`src/hw/rtl/sdm2_pkg.sv`:
```
package sdm2_pkg;

  // Field and register widths
  localparam int unsigned SampleW = 16;
  localparam int unsigned ClampW  = 13;
  localparam int unsigned GainW   = 16;
  localparam int unsigned IntW    = 16;
  localparam int unsigned CfgIdxW = 2;

  // Register reset values
  localparam logic [GainW-1:0] GainInFbFirstRst    = 16'd51138;
  localparam logic [GainW-1:0] GainBetweenStagesRst = 16'd3493;
  localparam logic [GainW-1:0] GainFbSecondRst     = 16'd9765;

  // Sample clamp limits (13-bit signed)
  localparam logic signed [SampleW-1:0] SampleMax = 16'sd4095;
  localparam logic signed [SampleW-1:0] SampleMin = -16'sd4096;

  // Integrator saturation limits
  localparam logic signed [17:0] Int1Max = 18'sd32767;
  localparam logic signed [17:0] Int1Min = -18'sd32768;
  localparam logic signed [17:0] Int2Max = 18'sd16383;
  localparam logic signed [17:0] Int2Min = -18'sd16384;

  // Configuration register indexes
  typedef enum logic [CfgIdxW-1:0] {
    CFG_GAIN_IN_FB_FIRST    = 2'd0,
    CFG_GAIN_BETWEEN_STAGES = 2'd1,
    CFG_GAIN_FB_SECOND      = 2'd2
  } cfg_idx_t;

  // Controller states
  typedef enum logic [1:0] {
    ST_IDLE  = 2'd0,
    ST_STEP1 = 2'd1,
    ST_STEP2 = 2'd2
  } sdm2_state_t;

  // Commands from controller to datapath
  typedef struct packed {
    logic accept;  // item taken this cycle
    logic update;  // item advances the loop
    logic step1;   // update first integrator
    logic step2;   // update second integrator
  } sdm2_cmd_t;

endpackage

```
`src/hw/rtl/sdm2_ctrl.sv`:
```
module sdm2_ctrl (
  input  logic                 clk,
  input  logic                 rst_n,
  input  logic                 in_valid,
  input  logic                 in_update,
  output logic                 in_stall,
  output logic                 out_valid,
  input  logic                 out_stall,
  output sdm2_pkg::sdm2_cmd_t  cmd
);

  sdm2_pkg::sdm2_state_t state_r, state_nxt;
  logic                  out_valid_r, out_valid_nxt;
  logic                  accept;

  // Take an item only when idle and the output slot is free or draining
  assign accept    = in_valid && (state_r == sdm2_pkg::ST_IDLE) &&
                     (!out_valid_r || !out_stall);
  assign in_stall  = !((state_r == sdm2_pkg::ST_IDLE) && (!out_valid_r || !out_stall));
  assign out_valid = out_valid_r;

  // State and output-valid registers
  always_ff @(posedge clk) begin
    if (!rst_n) begin
      state_r     <= sdm2_pkg::ST_IDLE;
      out_valid_r <= 1'b0;
    end else begin
      state_r     <= state_nxt;
      out_valid_r <= out_valid_nxt;
    end
  end

  // Next state and commands
  always_comb begin
    state_nxt     = state_r;
    out_valid_nxt = accept ? 1'b1 : (out_valid_r && out_stall);
    cmd.accept    = accept;
    cmd.update    = in_update;
    cmd.step1     = 1'b0;
    cmd.step2     = 1'b0;
    unique case (state_r)
      sdm2_pkg::ST_IDLE: begin
        if (accept && in_update) state_nxt = sdm2_pkg::ST_STEP1;
      end
      sdm2_pkg::ST_STEP1: begin
        cmd.step1 = 1'b1;
        state_nxt = sdm2_pkg::ST_STEP2;
      end
      sdm2_pkg::ST_STEP2: begin
        cmd.step2 = 1'b1;
        state_nxt = sdm2_pkg::ST_IDLE;
      end
      default: state_nxt = sdm2_pkg::ST_IDLE;
    endcase
  end

  // First step only right after an accepted update item
  a_step1_after_update: assert property (@(posedge clk) disable iff (!rst_n)
    cmd.step1 |-> $past(accept && in_update))
    else $error("step1 without accepted update item");

  // Second step always follows the first
  a_step2_after_step1: assert property (@(posedge clk) disable iff (!rst_n)
    cmd.step1 |=> cmd.step2)
    else $error("step2 did not follow step1");

  // No item is taken while the integrators are busy
  a_no_accept_busy: assert property (@(posedge clk) disable iff (!rst_n)
    (cmd.step1 || cmd.step2) |-> in_stall)
    else $error("input open during integrator update");

  // Accepting always leaves a result pending
  a_accept_gives_result: assert property (@(posedge clk) disable iff (!rst_n)
    accept |=> out_valid_r)
    else $error("accepted item produced no result");

endmodule

```
`src/hw/rtl/sdm2_dp.sv`:
```
module sdm2_dp (
  input  logic                              clk,
  input  logic                              rst_n,
  input  sdm2_pkg::sdm2_cmd_t               cmd,
  input  logic signed [sdm2_pkg::SampleW-1:0] in_sample,
  input  logic                              cfg_we,
  input  logic [sdm2_pkg::CfgIdxW-1:0]      cfg_index,
  input  logic [sdm2_pkg::GainW-1:0]        cfg_data,
  output logic                              out_pdm_bit
);

  logic [sdm2_pkg::GainW-1:0]         gain1_r, gain2_r, gain3_r;
  logic signed [sdm2_pkg::IntW-1:0]   int1_r, int1_nxt;
  logic signed [sdm2_pkg::IntW-1:0]   int2_r, int2_nxt;
  logic                               held_bit_r;
  logic                               pdm_bit_r;
  logic signed [sdm2_pkg::ClampW-1:0] sample_r, sample_nxt;
  logic                               new_bit;

  logic signed [29:0] prod1;
  logic signed [13:0] b1u;
  logic signed [17:0] g1_fb;
  logic signed [13:0] a1fb;
  logic signed [17:0] acc1;
  logic signed [32:0] prod2;
  logic signed [15:0] c1x;
  logic signed [17:0] g3_fb;
  logic signed [12:0] a2fb;
  logic signed [17:0] acc2;

  // Quantizer: sign of second integrator before the update
  assign new_bit = !int2_r[sdm2_pkg::IntW-1];

  // Clamp the sample to 13-bit signed
  always_comb begin
    if (in_sample > sdm2_pkg::SampleMax)      sample_nxt = sdm2_pkg::SampleMax[12:0];
    else if (in_sample < sdm2_pkg::SampleMin) sample_nxt = sdm2_pkg::SampleMin[12:0];
    else                                      sample_nxt = in_sample[12:0];
  end

  // First integrator: int1 + B1*u - B1*fb, floor products, saturate
  always_comb begin
    prod1 = $signed({1'b0, gain1_r}) * sample_r;
    b1u   = prod1[29:16];
    g1_fb = held_bit_r ? $signed({2'b00, gain1_r}) : -$signed({2'b00, gain1_r});
    a1fb  = g1_fb[17:4];
    acc1  = {{2{int1_r[15]}}, int1_r} + {{4{b1u[13]}}, b1u} - {{4{a1fb[13]}}, a1fb};
    if (acc1 > sdm2_pkg::Int1Max)      int1_nxt = sdm2_pkg::Int1Max[15:0];
    else if (acc1 < sdm2_pkg::Int1Min) int1_nxt = sdm2_pkg::Int1Min[15:0];
    else                               int1_nxt = acc1[15:0];
  end

  // Second integrator: int2 + C1*int1 - A2*fb, floor products, saturate
  always_comb begin
    prod2 = $signed({1'b0, gain2_r}) * int1_r;
    c1x   = prod2[32:17];
    g3_fb = held_bit_r ? $signed({2'b00, gain3_r}) : -$signed({2'b00, gain3_r});
    a2fb  = g3_fb[17:5];
    acc2  = {{2{int2_r[15]}}, int2_r} + {{2{c1x[15]}}, c1x} - {{5{a2fb[12]}}, a2fb};
    if (acc2 > sdm2_pkg::Int2Max)      int2_nxt = sdm2_pkg::Int2Max[15:0];
    else if (acc2 < sdm2_pkg::Int2Min) int2_nxt = sdm2_pkg::Int2Min[15:0];
    else                               int2_nxt = acc2[15:0];
  end

  // Configuration registers
  always_ff @(posedge clk) begin
    if (!rst_n) begin
      gain1_r <= sdm2_pkg::GainInFbFirstRst;
      gain2_r <= sdm2_pkg::GainBetweenStagesRst;
      gain3_r <= sdm2_pkg::GainFbSecondRst;
    end else if (cfg_we) begin
      unique case (cfg_index)
        sdm2_pkg::CFG_GAIN_IN_FB_FIRST:    gain1_r <= cfg_data;
        sdm2_pkg::CFG_GAIN_BETWEEN_STAGES: gain2_r <= cfg_data;
        sdm2_pkg::CFG_GAIN_FB_SECOND:      gain3_r <= cfg_data;
        default: ;
      endcase
    end
  end

  // Loop state and output bit
  always_ff @(posedge clk) begin
    if (!rst_n) begin
      int1_r     <= '0;
      int2_r     <= '0;
      held_bit_r <= 1'b0;
      pdm_bit_r  <= 1'b0;
    end else begin
      if (cmd.accept) begin
        pdm_bit_r <= cmd.update ? new_bit : held_bit_r;
        if (cmd.update) held_bit_r <= new_bit;
      end
      if (cmd.step1) int1_r <= int1_nxt;
      if (cmd.step2) int2_r <= int2_nxt;
    end
  end

  // Sample capture
  always_ff @(posedge clk) begin
    if (cmd.accept && cmd.update) sample_r <= sample_nxt;
  end

  assign out_pdm_bit = pdm_bit_r;

  // Second integrator stays inside its saturation range
  a_int2_range: assert property (@(posedge clk) disable iff (!rst_n)
    (int2_r <= 16'sd16383) && (int2_r >= -16'sd16384))
    else $error("second integrator out of range");

  // Held bit moves only on an accepted update item
  a_held_bit_stable: assert property (@(posedge clk) disable iff (!rst_n)
    !(cmd.accept && cmd.update) |=> $stable(held_bit_r))
    else $error("held bit changed without update");

  // Integrators stay put outside their steps
  a_int_stable: assert property (@(posedge clk) disable iff (!rst_n)
    !(cmd.step1 || cmd.step2) |=> ($stable(int1_r) && $stable(int2_r)))
    else $error("integrator changed outside its step");

endmodule

```
`src/hw/rtl/sigma_delta_modulator_cifb2.sv`:
```
// The pdm bit of an item is registered on acceptance and offered the cycle after.
// An update item takes three steps (accept, first and second integrator step,
// each integrator step through its own multiply-add-saturate path) and the
// input stalls until both are done; a hold item is only accepted.
// Reset (rst_n low, synchronous): integrators and held bit cleared, gains set to
// 51138 / 3493 / 9765, no result pending.
module sigma_delta_modulator_cifb2 (
  input  logic                                clk,
  input  logic                                rst_n,
  input  logic                                in_valid,
  output logic                                in_stall,
  input  logic signed [sdm2_pkg::SampleW-1:0] in_sample,
  input  logic                                in_update,
  output logic                                out_valid,
  input  logic                                out_stall,
  output logic                                out_pdm_bit,
  input  logic                                cfg_we,
  input  logic [sdm2_pkg::CfgIdxW-1:0]        cfg_index,
  input  logic [sdm2_pkg::GainW-1:0]          cfg_data
);

  sdm2_pkg::sdm2_cmd_t cmd;

  // Sequencer
  sdm2_ctrl u_ctrl (
    .clk       (clk),
    .rst_n     (rst_n),
    .in_valid  (in_valid),
    .in_update (in_update),
    .in_stall  (in_stall),
    .out_valid (out_valid),
    .out_stall (out_stall),
    .cmd       (cmd)
  );

  // Integrators, gains and output bit
  sdm2_dp u_dp (
    .clk         (clk),
    .rst_n       (rst_n),
    .cmd         (cmd),
    .in_sample   (in_sample),
    .cfg_we      (cfg_we),
    .cfg_index   (cfg_index),
    .cfg_data    (cfg_data),
    .out_pdm_bit (out_pdm_bit)
  );

endmodule
```
`config.mk`:
```
export PLATFORM = sky130hd
export DESIGN_NAME = sigma_delta_modulator_cifb2
export DESIGN_NICKNAME = d
export VERILOG_FILES = /design/src/hw/rtl/sdm2_pkg.sv /design/src/hw/rtl/sdm2_ctrl.sv /design/src/hw/rtl/sdm2_dp.sv /design/src/hw/rtl/sigma_delta_modulator_cifb2.sv
export SDC_FILE = /design/constraint.sdc
export NUM_CORES = 1
export LEC_CHECK = 0
export BUFFER_PORTS_ARGS = -buffer_cell sky130_fd_sc_hd__buf_4
export CAP_MARGIN = 5
export CORE_MARGIN = 3
export CORE_UTILIZATION = 25
export CTS_CLUSTER_DIAMETER = 30
export DETAILED_ROUTE_END_ITERATION = 10
export GPL_ROUTABILITY_DRIVEN = 0
export SLEW_MARGIN = 20
export SYNTH_ARGS = -nofsm -noshare
export SYNTH_HDL_FRONTEND = slang
export SYNTH_SLANG_ARGS = --single-unit
```
`constraint.sdc`:
```
create_clock -name clk -period 12.4 [get_ports clk]
set_clock_uncertainty 0.2 [all_clocks]
set_input_delay 1.24 -clock clk [delete_from_list [all_inputs] [get_ports clk]]
set_output_delay 1.24 -clock clk [all_outputs]
set_load 0.03 [all_outputs]
```
# Word-level counts from Yosys, hierarchy flattened
# Index checks and enable logic that the tools add are counted.
dict set report op_classes {
  n_addsub 6
  mul 2
  n_lt_le_gt_ge 6
  eq_ne 5
  muxes 12
  reduce_logical 16
}
# operator count
set op_table {}
lappend op_table {{$mux W16} 4}
lappend op_table {{$mux W18} 2}
lappend op_table {{$neg A16 Y18} 2}
lappend op_table {{$sub A18 B18 Y18} 2}
lappend op_table {{$mul A17 B16 Y33} 1}
lappend op_table {{$mul A17 B13 Y30} 1}
lappend op_table {{$gt A18 B15 Y1 const B} 1}
lappend op_table {{$gt A18 B16 Y1 const B} 1}
lappend op_table {{$lt A18 B15 Y1 const B} 1}
lappend op_table {{$lt A18 B16 Y1 const B} 1}
lappend op_table {{$add A16 B14 Y17} 1}
lappend op_table {{$add A16 B16 Y17} 1}
lappend op_table {{$gt A16 B13 Y1 const B} 1}
lappend op_table {{$lt A16 B13 Y1 const B} 1}
lappend op_table {{$mux W13} 1}
lappend op_table {{$reduce_and A2 Y1} 4}
lappend op_table {{$logic_and A1 B1 Y1} 5}
lappend op_table {{$eq A2 B1 Y1 const B} 2}
lappend op_table {{$eq A2 B2 Y1 const B} 2}
lappend op_table {{$logic_not A1 Y1} 4}
lappend op_table {{$logic_not A2 Y1} 2}
lappend op_table {{$pmux W2 S2} 1}
lappend op_table {{$mux W1} 3}
lappend op_table {{$mux W2} 1}
lappend op_table {{other kinds (2)} 2}
dict set report totals {
  reg_bits 97
  inputBits 40
  out_inout_bits 3
  elab_cells 56
}

# Logic depth before layout (Yosys ltp)
dict set report depth {
  depth_word 6
  ltp_mapped 43
  mapped_depth_nobuf 40
}

# By module
# From an unflattened synthesis, not the netlist that was laid out.
dict set report hier_totals {
  cells_unflattened 2460
  hier_area_um2 21356.7
}
# module instances cells_per_inst area_each_um2 seq_area_each_um2
set by_module_without_submodules {}
lappend by_module_without_submodules {sdm2_dp 1 2443 21204.1 2011.9}
lappend by_module_without_submodules {sdm2_ctrl 1 17 152.6 60.1}

# Least setup slack after synthesis
# OpenSTA, ideal clock, no wires.
dict set report synth_path {
  path_type {register -> register}
  startpoint {register u_dp.int1_r[7] in the netlist's numbering}
  endpoint {register u_dp.int2_r[10] in the netlist's numbering}
  setup_ns 0.070
  t_arrival_ns 9.277
  t_required_ns 12.130
  path_slack_ns 2.853
  stages_incl_launch_ff 42
  path_buffers 3
  period_less_slack_ns 9.547
  path_cell_list {dfxtp_1 -> clkbuf_1 -> nand2_1 -> fa_1 -> inv_1 -> fa_1 -> inv_1 -> fa_1 -> inv_1 -> fa_1 -> fa_1 -> inv_1 -> fa_1 -> inv_1 -> ha_1 -> a21oi_1 -> o211ai_1 -> a211oi_1 -> (+6 left out) -> ha_1 -> inv_1 -> o21bai_1 -> a21oi_1 -> o21ai_0 -> a41oi_1 -> a2111oi_0 -> o21ai_0 -> o31a_1 -> ha_1 -> clkbuf_1 -> or4b_2 -> o211ai_1 -> nor3b_1 -> o31ai_1 -> buf_2 -> nand2_1 -> a21oi_1}
}
dict set report synth_via {
  elab_chain_len 6
  word_cells_on_any_way 7
  classes_between {add/sub: 2; mul: 1; order compare: 2; mux: 2}
}
# element line_no
set synth_lines {}
lappend synth_lines {{start, declared} sdm2_dp.sv:13} ;# logic signed [sdm2_pkg::IntW-1:0] int1_r, int1_nxt;
lappend synth_lines {{start signal, assigned} sdm2_dp.sv:93} ;# if (cmd.step1) int1_r <= int1_nxt;
lappend synth_lines {{$mul A17 B16 Y33 (*)} sdm2_dp.sv:55} ;# prod2 = $signed({1'b0, gain2_r}) * int1_r;
lappend synth_lines {{$add A16 B16 Y17 (*)} sdm2_dp.sv:59} ;# acc2 = {{2{int2_r[15]}}, int2_r} + {{2{c1x[15]}}, c1x} - {{5{a2fb[12]}}, a2fb};
lappend synth_lines {{$sub A18 B18 Y18 (*)} sdm2_dp.sv:59}
lappend synth_lines {{$lt A18 B15 Y1} sdm2_dp.sv:61} ;# else if (acc2 < sdm2_pkg::Int2Min) int2_nxt = sdm2_pkg::Int2Min[15:0];
lappend synth_lines {{$mux W16} sdm2_dp.sv:61}
lappend synth_lines {{$mux W16 (*)} sdm2_dp.sv:60} ;# if (acc2 > sdm2_pkg::Int2Max) int2_nxt = sdm2_pkg::Int2Max[15:0];
lappend synth_lines {{end signal, assigned} sdm2_dp.sv:94} ;# if (cmd.step2) int2_r <= int2_nxt;
lappend synth_lines {{end, declared} sdm2_dp.sv:14} ;# logic signed [sdm2_pkg::IntW-1:0] int2_r, int2_nxt;
# Mark *: on every way between the ends. The rest lies on a longest branch, timed or not.
# A chain may end at the register's enable or synchronous reset.

# Worst setup path in the final report
dict set report layout_path {
  startpoint {register u_dp.gain2_r[10] in the netlist's numbering}
  endpoint {register u_dp.int2_r[12] in the netlist's numbering}
}
dict set report layout_via {
  elab_chain_len 6
  word_cells_on_any_way 7
  classes_between {add/sub: 2; mul: 1; order compare: 2; mux: 2}
}
# element line_no
set layout_lines {}
lappend layout_lines {{start, declared} sdm2_dp.sv:12} ;# logic [sdm2_pkg::GainW-1:0] gain1_r, gain2_r, gain3_r;
lappend layout_lines {{start signal, assigned} sdm2_dp.sv:69} ;# gain2_r <= sdm2_pkg::GainBetweenStagesRst;
lappend layout_lines {{start signal, assigned} sdm2_dp.sv:74} ;# sdm2_pkg::CFG_GAIN_BETWEEN_STAGES: gain2_r <= cfg_data;
lappend layout_lines {{$mul A17 B16 Y33 (*)} sdm2_dp.sv:55}
lappend layout_lines {{$add A16 B16 Y17 (*)} sdm2_dp.sv:59}
lappend layout_lines {{$sub A18 B18 Y18 (*)} sdm2_dp.sv:59}
lappend layout_lines {{$lt A18 B15 Y1} sdm2_dp.sv:61}
lappend layout_lines {{$mux W16} sdm2_dp.sv:61}
lappend layout_lines {{$mux W16 (*)} sdm2_dp.sv:60}
# Marks and branches as above.

==> results.py <==
metrics = {
    "synthesis": {
        "synth_area_per_cell_um2": 8.639,
        "async_reset_ff_frac": 0,
        "synth_seq_cells": 97,
        "seq_area_frac_synth": 0.09563,
        "synth_top_flop_cell": "dfxtp_1",
        "synth_cell_type_count": 74,
        "yosysTopAreaCell": "fa_1",
        "syn_inst": 2508,
        "synth_top_area_frac": 0.3234,
        "synth_area_leaders": "fa_1 (32%), ha_1 (16%), dfxtp_1 (7.8%)",
        "yosysWarnings": 0,
        "syn-num-nets": 3181,
        "syn-cell-area_um2": 21670,
        "synth_edf_count": 13,
    },
    "layout": {
        "final_cells": 3636,
        "final_cell_mix": "inv_1 (403), nand2_1 (394), fa_1 (350)",
        "final_common_cell": "inv_1",
        "area_growth_pct": 8.673,
        "layout.nets": 3160,
        "diodes": 0,
        "fin_util": 0.2752,
        "fillers": 9235,
        "drive_gt1_frac": 0.04494,
    },
    "global_route": {
        "grt_pass1_vias": 16778,
        "grtUsageTotal": 0.1248,
        "grt_pass1_wl_um": 90180,
        "grt_max_degree": 82,
        "overflow": 0,
        "antenna_found_initial": 2,
    },
    "status": {
        "status": "finished, final reports clean",
    },
    "placed_design": {
        "dpl.hpwl_um": 43730,
        "pre_cts_slack_ns": 1.312,
        "io_buffers": 42,
        "placed_cells": 3620,
    },
    "worst_setup_path": {
        "r2r_cells": 38,
        "r2r_slack_ns": 1.28,
        "path_common_cell": "fa_1",
        "rr_startpoint": "u_dp.gain2_r[10]",
        "critPathLaunchType": "flip-flop",
        "path_max_fanout": 17,
        "critPathKind": "reg -> reg",
        "r2r-end": "u_dp.int2_r[12]",
        "critPathSlowestCell": "dfxtp_1",
        "required_ns": 12.44,
        "end_kind": "flip-flop",
        "critPathMaxStageDelay_ns": 0.85,
        "critPathArrivalTime_ns": 11.16,
        "crit_path_start": "u_dp.gain2_r[10]",
    },
    "sta": {
        "tns_ns": 0,
        "layout_setup_ws_ns": 1.282,
        "maxSlewHeadroom": 0.3337,
        "worst_slew_pin_slew_ns": 0.9866,
        "slew_viol_final": 0,
        "setup_viol": 0,
        "rsz0062_at_grt": "false",
        "min_period_ns": 11.12,
        "min_period_over_period": 0.8966,
        "fmax_mhz": 89.95,
        "holdWs_ns": 0.2703,
        "hold_viol_final": 0,
    },
    "cts": {
        "cts_hold_repair.buffers": 0,
        "cts_resized": 0,
        "cts_setup_buffers": 0,
        "htreeDepth": 3,
        "clockRootBuffer": "clkbuf_16",
        "clk_pin_slew_ns": 0.08,
        "clkLatencyLatePin_ns": 0.42,
        "cts_tree": "yes",
        "clock_path_buffers": 2,
        "numClockSinks": 97,
        "cts_buffers": 9,
    },
    "power_and_ir_drop": {
        "p_int_w": 0.002384,
        "combinationalPowerShare": 0.860,
        "p_leak_nw": 11.66,
        "p_sw_w": 0.002744,
        "sw_frac_of_total": 0.5351,
        "p_per_area_nw_per_um2": 217.8,
        "peakVddDrop_v": 0.0003034,
        "pwr-share-clk": 0.062,
        "seqPwrFrac": 0.078,
    },
    "floorplanning": {
        "core_um2": 85550,
        "die_h_um": 300.4,
        "dieArea_um2": 90240,
        "num_rows": 107,
        "initial_core_util": 0.2533,
        "die_x_um": 300.4,
        "io_pins": 43,
    },
    "min_path": {
        "hp-class": "reg -> reg",
        "hold_path_end": "u_dp.gain3_r[3]",
        "hp-start": "u_dp.gain3_r[3]",
        "min_path_cells": 2,
    },
    "route": {
        "wire_per_inst_um": 14.93,
        "via_per_inst": 4.537,
        "firstDrtPassIters": 5,
        "via_count": 16496,
        "drc": 0,
        "final_antenna_net_count": 0,
        "first_iter_violations": 1006,
        "wirelength_um": 54300,
    },
    "run": {
        "maxCapViolCount": 0,
    },
}
cell usage after synthesis (11+ instances only):
cell / count
inv_1: 403
nand2_1: 394
fa_1: 350
ha_1: 283
and2_1: 217
clkbuf_1: 98
nor2_1: 86
dfxtp_1: 84
a21oi_1: 83
xnor2_1: 66
o21ai_0: 62
nand3_1: 45
nand2b_1: 32
a21boi_0: 30
a21o_1: 27
nor2b_1: 26
xor2_1: 26
o21a_1: 19
nor3_1: 14
edfxtp_1: 13
o211ai_1: 11
stage by stage:
| step | instance area (um2) | power [W] |
|---|---|---|
| after floorplan | 21670 | 0.003780 |
| after global placement | 23240 | 0.004751 |
| after detailed placement | 23240 | 0.004793 |
| after CTS | 23550 | 0.005154 |
| after global routing | 23550 | 0.005772 |
| final | 23550 | 0.005128 |
worst max path at each step:
stage	end	slack, ns	cells after the start
after floorplan	u_dp.int2_r[10]	2.85	41
after global placement	u_dp.int2_r[0]	1.40	38
after detailed placement	u_dp.int2_r[1]	1.31	38
after CTS	u_dp.int2_r[12]	1.30	38
after global routing	u_dp.int2_r[5]	0.27	38
final	u_dp.int2_r[12]	1.28	38
critical path, delay by kind of cell, from the launching register on:
family | cells | cell delay, ns
simple gates | 7 | 1.46
fa+ha+maj | 9 | 3.92
compound gates | 17 | 4.24
buf+inv | 4 | 0.21
flops | 1 | 0.85
xor+xnor | 1 | 0.09
sequential cells by signal, summed over array words and instances (netlist names):
register	cells
u_ctrl.out_valid	1
u_dp.gain3_r	16
u_dp.int1_r	16
u_ctrl.state_r	2
u_dp.gain2_r	16
u_dp.int2_r	16
u_dp.held_bit_r	1
u_dp.sample_r	13
u_dp.gain1_r	16
cells by family (layout without fill, tap and decap cells):
group / Yosys count / in the layout / synth area share
AOI/OAI and AO/OA: 312 / 312 / 0.09713
adders and majority gates: 633 / 633 / 0.4868
xor gates and xnor gates: 92 / 92 / 0.03719
muxes: 1 / 1 / 0.0004620
buffers and inverters: 506 / 490 / 0.08801
DFF: 97 / 97 / 0.09563
and+or+nand+nor: 867 / 867 / 0.1948
layout make-up:
class | instances | area (um2) | share of cell area
Clock buffer | 9 | 225.2 | 0.009565
Clock inverter | 7 | 85.08 | 0.003613
Multi-Input combinational cell | 1905 | 17690 | 0.7513
Tap cell | 1144 | 1431 | 0.06079
Inverter | 404 | 1516 | 0.06440
Sequential cell | 97 | 2072 | 0.08800
Timing Repair Buffer | 70 | 525.5 | 0.02232
power groups by stage:
stage / registers (W) / clock network (W) / logic, W
floorplan: 0.000360 / 0 / 0.00342
global placement: 0.000404 / 0 / 0.00435
detailed placement: 0.000405 / 0 / 0.00439
CTS: 0.000397 / 0.000329 / 0.00443
global route: 0.000404 / 0.000334 / 0.00503
finish: 0.000399 / 0.000317 / 0.00441
per-layer routing:
metal	part of all wire	track usage	vias to the layer above
met5	0	0	-
met4	0.015	0.02633	0
met3	0.038	0.01031	43
met2	0.46	0.2035	337
met1	0.48	0.1801	8239
li1	-	-	7877
No activity file was read; power rests on OpenSTA's default activity.
